<file path="src/rtl/core/fpn_pkg.sv">
`timescale 1ns / 1ps
// ----------------------------------------------------------------------------
// fpn_pkg
// Shared types, constants and fixed-point helpers of the fractal noise unit.
// ----------------------------------------------------------------------------
package fpn_pkg;

  localparam int VAL_W = 24;

  typedef logic signed [VAL_W-1:0] val_t;

  localparam logic [31:0] HASH_C1 = 32'h85ebca6b;
  localparam logic [31:0] HASH_C2 = 32'hc2b2ae35;
  localparam int ONE_Q16 = 65536;

  localparam logic [1:0] REG_SEED  = 2'd0;
  localparam logic [1:0] REG_COUNT = 2'd1;
  localparam logic [1:0] REG_PERS  = 2'd2;

  // Q16 product; taking the upper bits of the signed product rounds toward minus infinity.
  function automatic val_t mulq(input val_t a, input val_t b);
    logic signed [2*VAL_W-1:0] prod;
    prod = a * b;
    return prod[VAL_W+15:16];
  endfunction

endpackage

</file>
<file path="src/rtl/core/fpn_div.sv">
`timescale 1ns / 1ps
// ----------------------------------------------------------------------------
// fpn_div
// Pipelined restoring divider, one quotient bit per stage, with saturation.
// ----------------------------------------------------------------------------
module fpn_div import fpn_pkg::*; #(
  parameter int SUM_W = 28,
  parameter int DEN_W = 21
) (
  input  logic                    clk,
  input  logic                    rst,
  input  logic                    en,
  input  logic                    sum_valid,
  input  logic signed [SUM_W-1:0] sum,
  input  logic [DEN_W-1:0]        den,
  output logic                    out_valid,
  output logic signed [17:0]      quotient
);

  localparam int QB = 17;
  localparam int W = ((SUM_W + 16) > (DEN_W + QB) ? (SUM_W + 16) : (DEN_W + QB)) + 1;

  logic             rv   [0:QB];
  logic             rneg [0:QB];
  logic             rovf [0:QB];
  logic [W-1:0]     rem  [0:QB];
  logic [QB-1:0]    q    [0:QB];
  logic [SUM_W-1:0] mag;
  logic [QB-1:0]    qs;

  assign mag = sum[SUM_W-1] ? SUM_W'(-sum) : SUM_W'(sum);

  always_ff @(posedge clk) begin
    if (rst) begin
      rv[0] <= 1'b0;
    end else if (en) begin
      rv[0] <= sum_valid;
    end
  end

  always_ff @(posedge clk) begin
    if (en) begin
      rneg[0] <= sum[SUM_W-1];
      rem[0]  <= W'(mag) << 16;
      rovf[0] <= (W'(mag) << 16) >= (W'(den) << QB);
      q[0]    <= '0;
    end
  end

  generate
    for (genvar k = 0; k < QB; k++) begin : g_step
      localparam int B = QB - 1 - k;
      logic [W:0] diff;
      assign diff = {1'b0, rem[k]} - {1'b0, W'(den) << B};

      always_ff @(posedge clk) begin
        if (rst) begin
          rv[k+1] <= 1'b0;
        end else if (en) begin
          rv[k+1] <= rv[k];
        end
      end

      always_ff @(posedge clk) begin
        if (en) begin
          rem[k+1]  <= diff[W] ? rem[k] : diff[W-1:0];
          q[k+1]    <= diff[W] ? q[k] : (q[k] | (QB'(1) << B));
          rneg[k+1] <= rneg[k];
          rovf[k+1] <= rovf[k];
        end
      end
    end
  endgenerate

  assign qs = (rovf[QB] || q[QB] > QB'(ONE_Q16)) ? QB'(ONE_Q16) : q[QB];

  always_ff @(posedge clk) begin
    if (rst) begin
      out_valid <= 1'b0;
    end else if (en) begin
      out_valid <= rv[QB];
    end
  end

  always_ff @(posedge clk) begin
    if (en) begin
      quotient <= rneg[QB] ? -18'(qs) : 18'(qs);
    end
  end

endmodule

</file>
<file path="config.mk">
export PLATFORM = sky130hd
export DESIGN_NAME = fpn_div
export DESIGN_NICKNAME = d
export VERILOG_FILES = /design/src/rtl/core/fpn_pkg.sv /design/src/rtl/core/fpn_div.sv
export SDC_FILE = /design/constraint.sdc
export NUM_CORES = 2
export LEC_CHECK = 0
export ABC_CLOCK_PERIOD_IN_PS = 10040
export BUFFER_PORTS_ARGS = -buffer_cell sky130_fd_sc_hd__buf_2
export CORE_ASPECT_RATIO = 1.5
export CORE_MARGIN = 1.5
export CORE_UTILIZATION = 45
export DETAILED_ROUTE_END_ITERATION = 10
export SETUP_SLACK_MARGIN = 0.02
export SYNTH_ARGS = -nofsm -noshare
export SYNTH_HDL_FRONTEND = slang
export SYNTH_SLANG_ARGS = --single-unit
</file>
<file path="constraint.sdc">
create_clock -name clk -period 10.04 [get_ports clk]
set_input_delay 0 -clock clk [delete_from_list [all_inputs] [get_ports clk]]
set_output_delay 0 -clock clk [all_outputs]
set_load 0.01 [all_outputs]
</file>
==> summary.md <==
| Metric | Value |
|---|---|
| Status | `finished clean` |
| Core area | `114,300 um^2` |
| Layout cells sized above 1 | `6.850%` |
| Sequential Area | `25,150 um^2` |
| Layout Nets | `5,445` |
| Compound-Gate Fraction of Synth Area | `15.56%` |
| P per Cell Area | `253.7 nW/um^2` |
| Port buffer count | `71` |
| Hold buffers post-CTS | `56` |
| CTS root buf | `clkbuf_16` |
| Worst min-delay path class | `in -> reg` |
| Initial antenna violation count | `0` |
| Final hold vios | `0` |
| Hpwl dp | `91,210 um` |
| CTS resizes | `0` |
| Yosys top cell area share | `48.58%` |
| Peak supply drop | `0.1397 mV` |
| Row count | `152` |
| Sequential-to-total area share from yosys stat | `48.62%` |
| Area contributors post-synth | `edfxtp_1 (49%), ha_1 (8.8%), xor2_1 (4.4%)` |
| Sw Ratio | `35.73%` |
| Layout Cells excl Fill | `6,620` |
| Area post-placement | `54,070 um^2` |
| Setup TNS | `0 ns` |
| Inserted Clock Buffers | `88` |
| First-pass DRT Iterations | `6` |
| Sw Pwr | `5.203 mW` |
| Mapped Avg Cell Area | `10.65 um^2` |
| Ys Warns | `0` |
| Fmax | `0.2109 GHz` |
| CP arrival | `5.17 ns` |
| Clock sink count | `838` |
| Max H-tree Level | `3` |
| Top cells by count, synth | `edfxtp_1 (837), nor2_1 (402), nand2_1 (381), a21oi_1 (378), ha_1 (364)` |
| Filler instances | `10,360` |
| Final instance area | `57,380 um^2` |
| Crit path time final | `4.742 ns` |
| Most common cell in the netlist | `edfxtp_1` |
| Main synth FF type | `edfxtp_1` |
| Yosys top cell by area | `edfxtp_1` |
| Area of the multi-input gates | `25,750 um^2` |
| Cell occurring most often along the worst timing path | `or4_1` |
| Final setup viols | `0` |
| Crit path kind | `reg -> reg` |
| CP required | `10.47 ns` |
| Largest stage delay, worst path | `0.88 ns` |
| Top delay family on crit path | `simple AND/OR/NAND/NOR gates` |
| Via density | `5.688` |
| Register-to-Register Path Depth | `10` |
| Vias | `37,650` |
| Critical path depth | `10` |
| Routed WL per cell | `18.91 um` |
| Initial core utilization | `45.26%` |
| Crit path launch type | `flop` |
| Reg clk slew, reported paths | `0.06 ns` |
| Diodes inserted | `0` |
| Post-synthesis xor/xnor area fraction | `8.583%` |
| Setup WS pre-CTS | `5.330 ns` |
| Power consumption | `14.56 mW` |
| CTS tree | `done` |
| Die area | `117,100 um^2` |
| P_leak | `21.32 nW` |
| Hold depth | `2` |
| Die width | `279.9 um` |
| CP cell instances | `or4_1 > or4_1 > or3_1 > or4b_1 > or4_4 > a211oi_4 > inv_4 > o21ai_4 > nor3_1 > xor2_1` |
| Clk_lat worst skew | `0.70 ns` |
| Int Pwr | `9.357 mW` |
| Largest family of logic cells by synthesized area | `compound AO/OA/AOI/OAI gates` |
| Mapped Cells | `4,858` |
| Post-synth cell types | `86` |
| Die Height | `418.3 um` |
| Asr flop ratio synth | `0%` |
| Final Skew | `0.02532 ns` |
| RSZ-0062 raised after global routing | `false` |
| Mapped Area | `51,740 um^2` |
| Critical path peak fanout | `26` |
| Post-CTS setup buffers | `0` |
| Setup ws final | `5.298 ns` |
| Setup crit end kind | `flop` |
| First-pass GRT wire length | `197,600 um` |
| Post-synth EDFFs | `837` |
| Slew @ Worst Pin | `1.088 ns` |
| Buf+Inv Stages, Crit Path | `1` |
| Congestion Overflow GR | `0` |
| Gpl congestion | `0.8906` |
| Max-cap violation count | `0` |
| Final core utilization | `50.20%` |
| Pin count of the biggest net entering global routing | `182` |
| Final Cycle Share | `47.23%` |
| Sequential share of power | `39.1%` |
| Routed Antenna Nets | `0` |
| Synth Area in Adders | `9.422%` |
| Combinational share of power | `39.0%` |
| Hold_ws | `0.07392 ns` |
| WL final | `125,200 um` |
| Area Overhead vs Synth | `10.91%` |
| I/O Pins | `72` |
| Dpl cells | `6,406` |
| Syn_nets | `5,291` |
| Residual DRC | `0` |
| Total GRT Usage | `21.41%` |
| Final Max Slew Viols | `0` |
| Mux cell area share after synthesis | `1.120%` |
| Post-Synth Simple-Gate Area | `14.96%` |
| Vias in the first global route | `37,600` |
| Iteration-0 DRC Markers | `2,017` |
| Synthesized flop and latch total | `838` |
| Clock Power Share | `21.9%` |
| Slew HR | `26.79%` |
| CTS max path bufs | `3` |
| Crit-path slowest cell | `a211oi_4` |
==> worst paths after layout <==
check | from | endpoint | slack (ns)
max | rem[15][33]$_DFFE_PP_ | rem[16][34]$_DFFE_PP_ | 5.30
min | sum[0] | rem[0][16]$_DFFE_PP_ | 0.07
max reg2reg | rem[15][33]$_DFFE_PP_ | rem[16][34]$_DFFE_PP_ | 5.30
min reg2reg | q[6][16]$_DFFE_PP_ | q[7][16]$_DFFE_PP_ | 0.41
==> area by class of cell <==
cell class / instances / area share (%)
Multi-Input combinational cell: 3785 / 44.88
Clock inverter: 46 / 0.7610
Sequential cell: 838 / 43.84
Tap cell: 1540 / 3.358
Inverter: 119 / 0.7828
Timing Repair Buffer: 180 / 2.351
Clock buffer: 112 / 4.032
==> layer usage <==
| layer | wire length, um | track usage, % | share of wire (%) |
|---|---|---|---|
| met5 | 0 | 0 | 0 |
| met4 | 6808 | 11.97 | 5.4 |
| met3 | 3352 | 2.482 | 2.7 |
| met2 | 68830 | 41.91 | 55 |
| met1 | 46160 | 21.63 | 37 |
==> state kept, by name, indices dropped and copies added, names as in the netlist <==
name and count:
q 153, rem 612, rneg 18, rv 18
rovf 18, out_valid 1, quotient 18
==> logic make-up (layout without fill, tap and decap cells) <==
logic type / Yosys count / count (layout)
xor gates and xnor gates: 507 / 507
muxes: 52 / 52
DFF: 838 / 838
buffers and inverters: 235 / 457
adders and majority gates: 380 / 380
AOI/OAI and AO/OA: 1281 / 1281
and+or+nand+nor: 1565 / 1565
==> power groups by stage <==
stage / Combinational [mW] / Clock (mW) / Sequential, mW
6_report: 5.68 / 3.19 / 5.69
5_1_grt: 6.38 / 3.39 / 5.77
4_1_cts: 5.68 / 3.29 / 5.69
3_5_place_dp: 5.62 / 0 / 5.76
3_3_place_gp: 5.55 / 0 / 5.75
2_1_floorplan: 4.45 / 0 / 5.48
==> cells in the final DEF, fill, tap and decap left out, types with 88 or more instances in the layout <==
| cell type | n |
|---|---|
| nand2b_1 | 103 |
| nor2_1 | 399 |
| ha_1 | 364 |
| a21o_1 | 138 |
| o21ai_0 | 320 |
| xor2_1 | 262 |
| a21oi_1 | 378 |
| xnor2_1 | 245 |
| edfxtp_1 | 837 |
| inv_1 | 116 |
| clkbuf_16 | 89 |
| nand2_1 | 381 |
| nor4_1 | 88 |
| nor3_1 | 131 |
No activity file was read; power rests on OpenSTA's default activity.
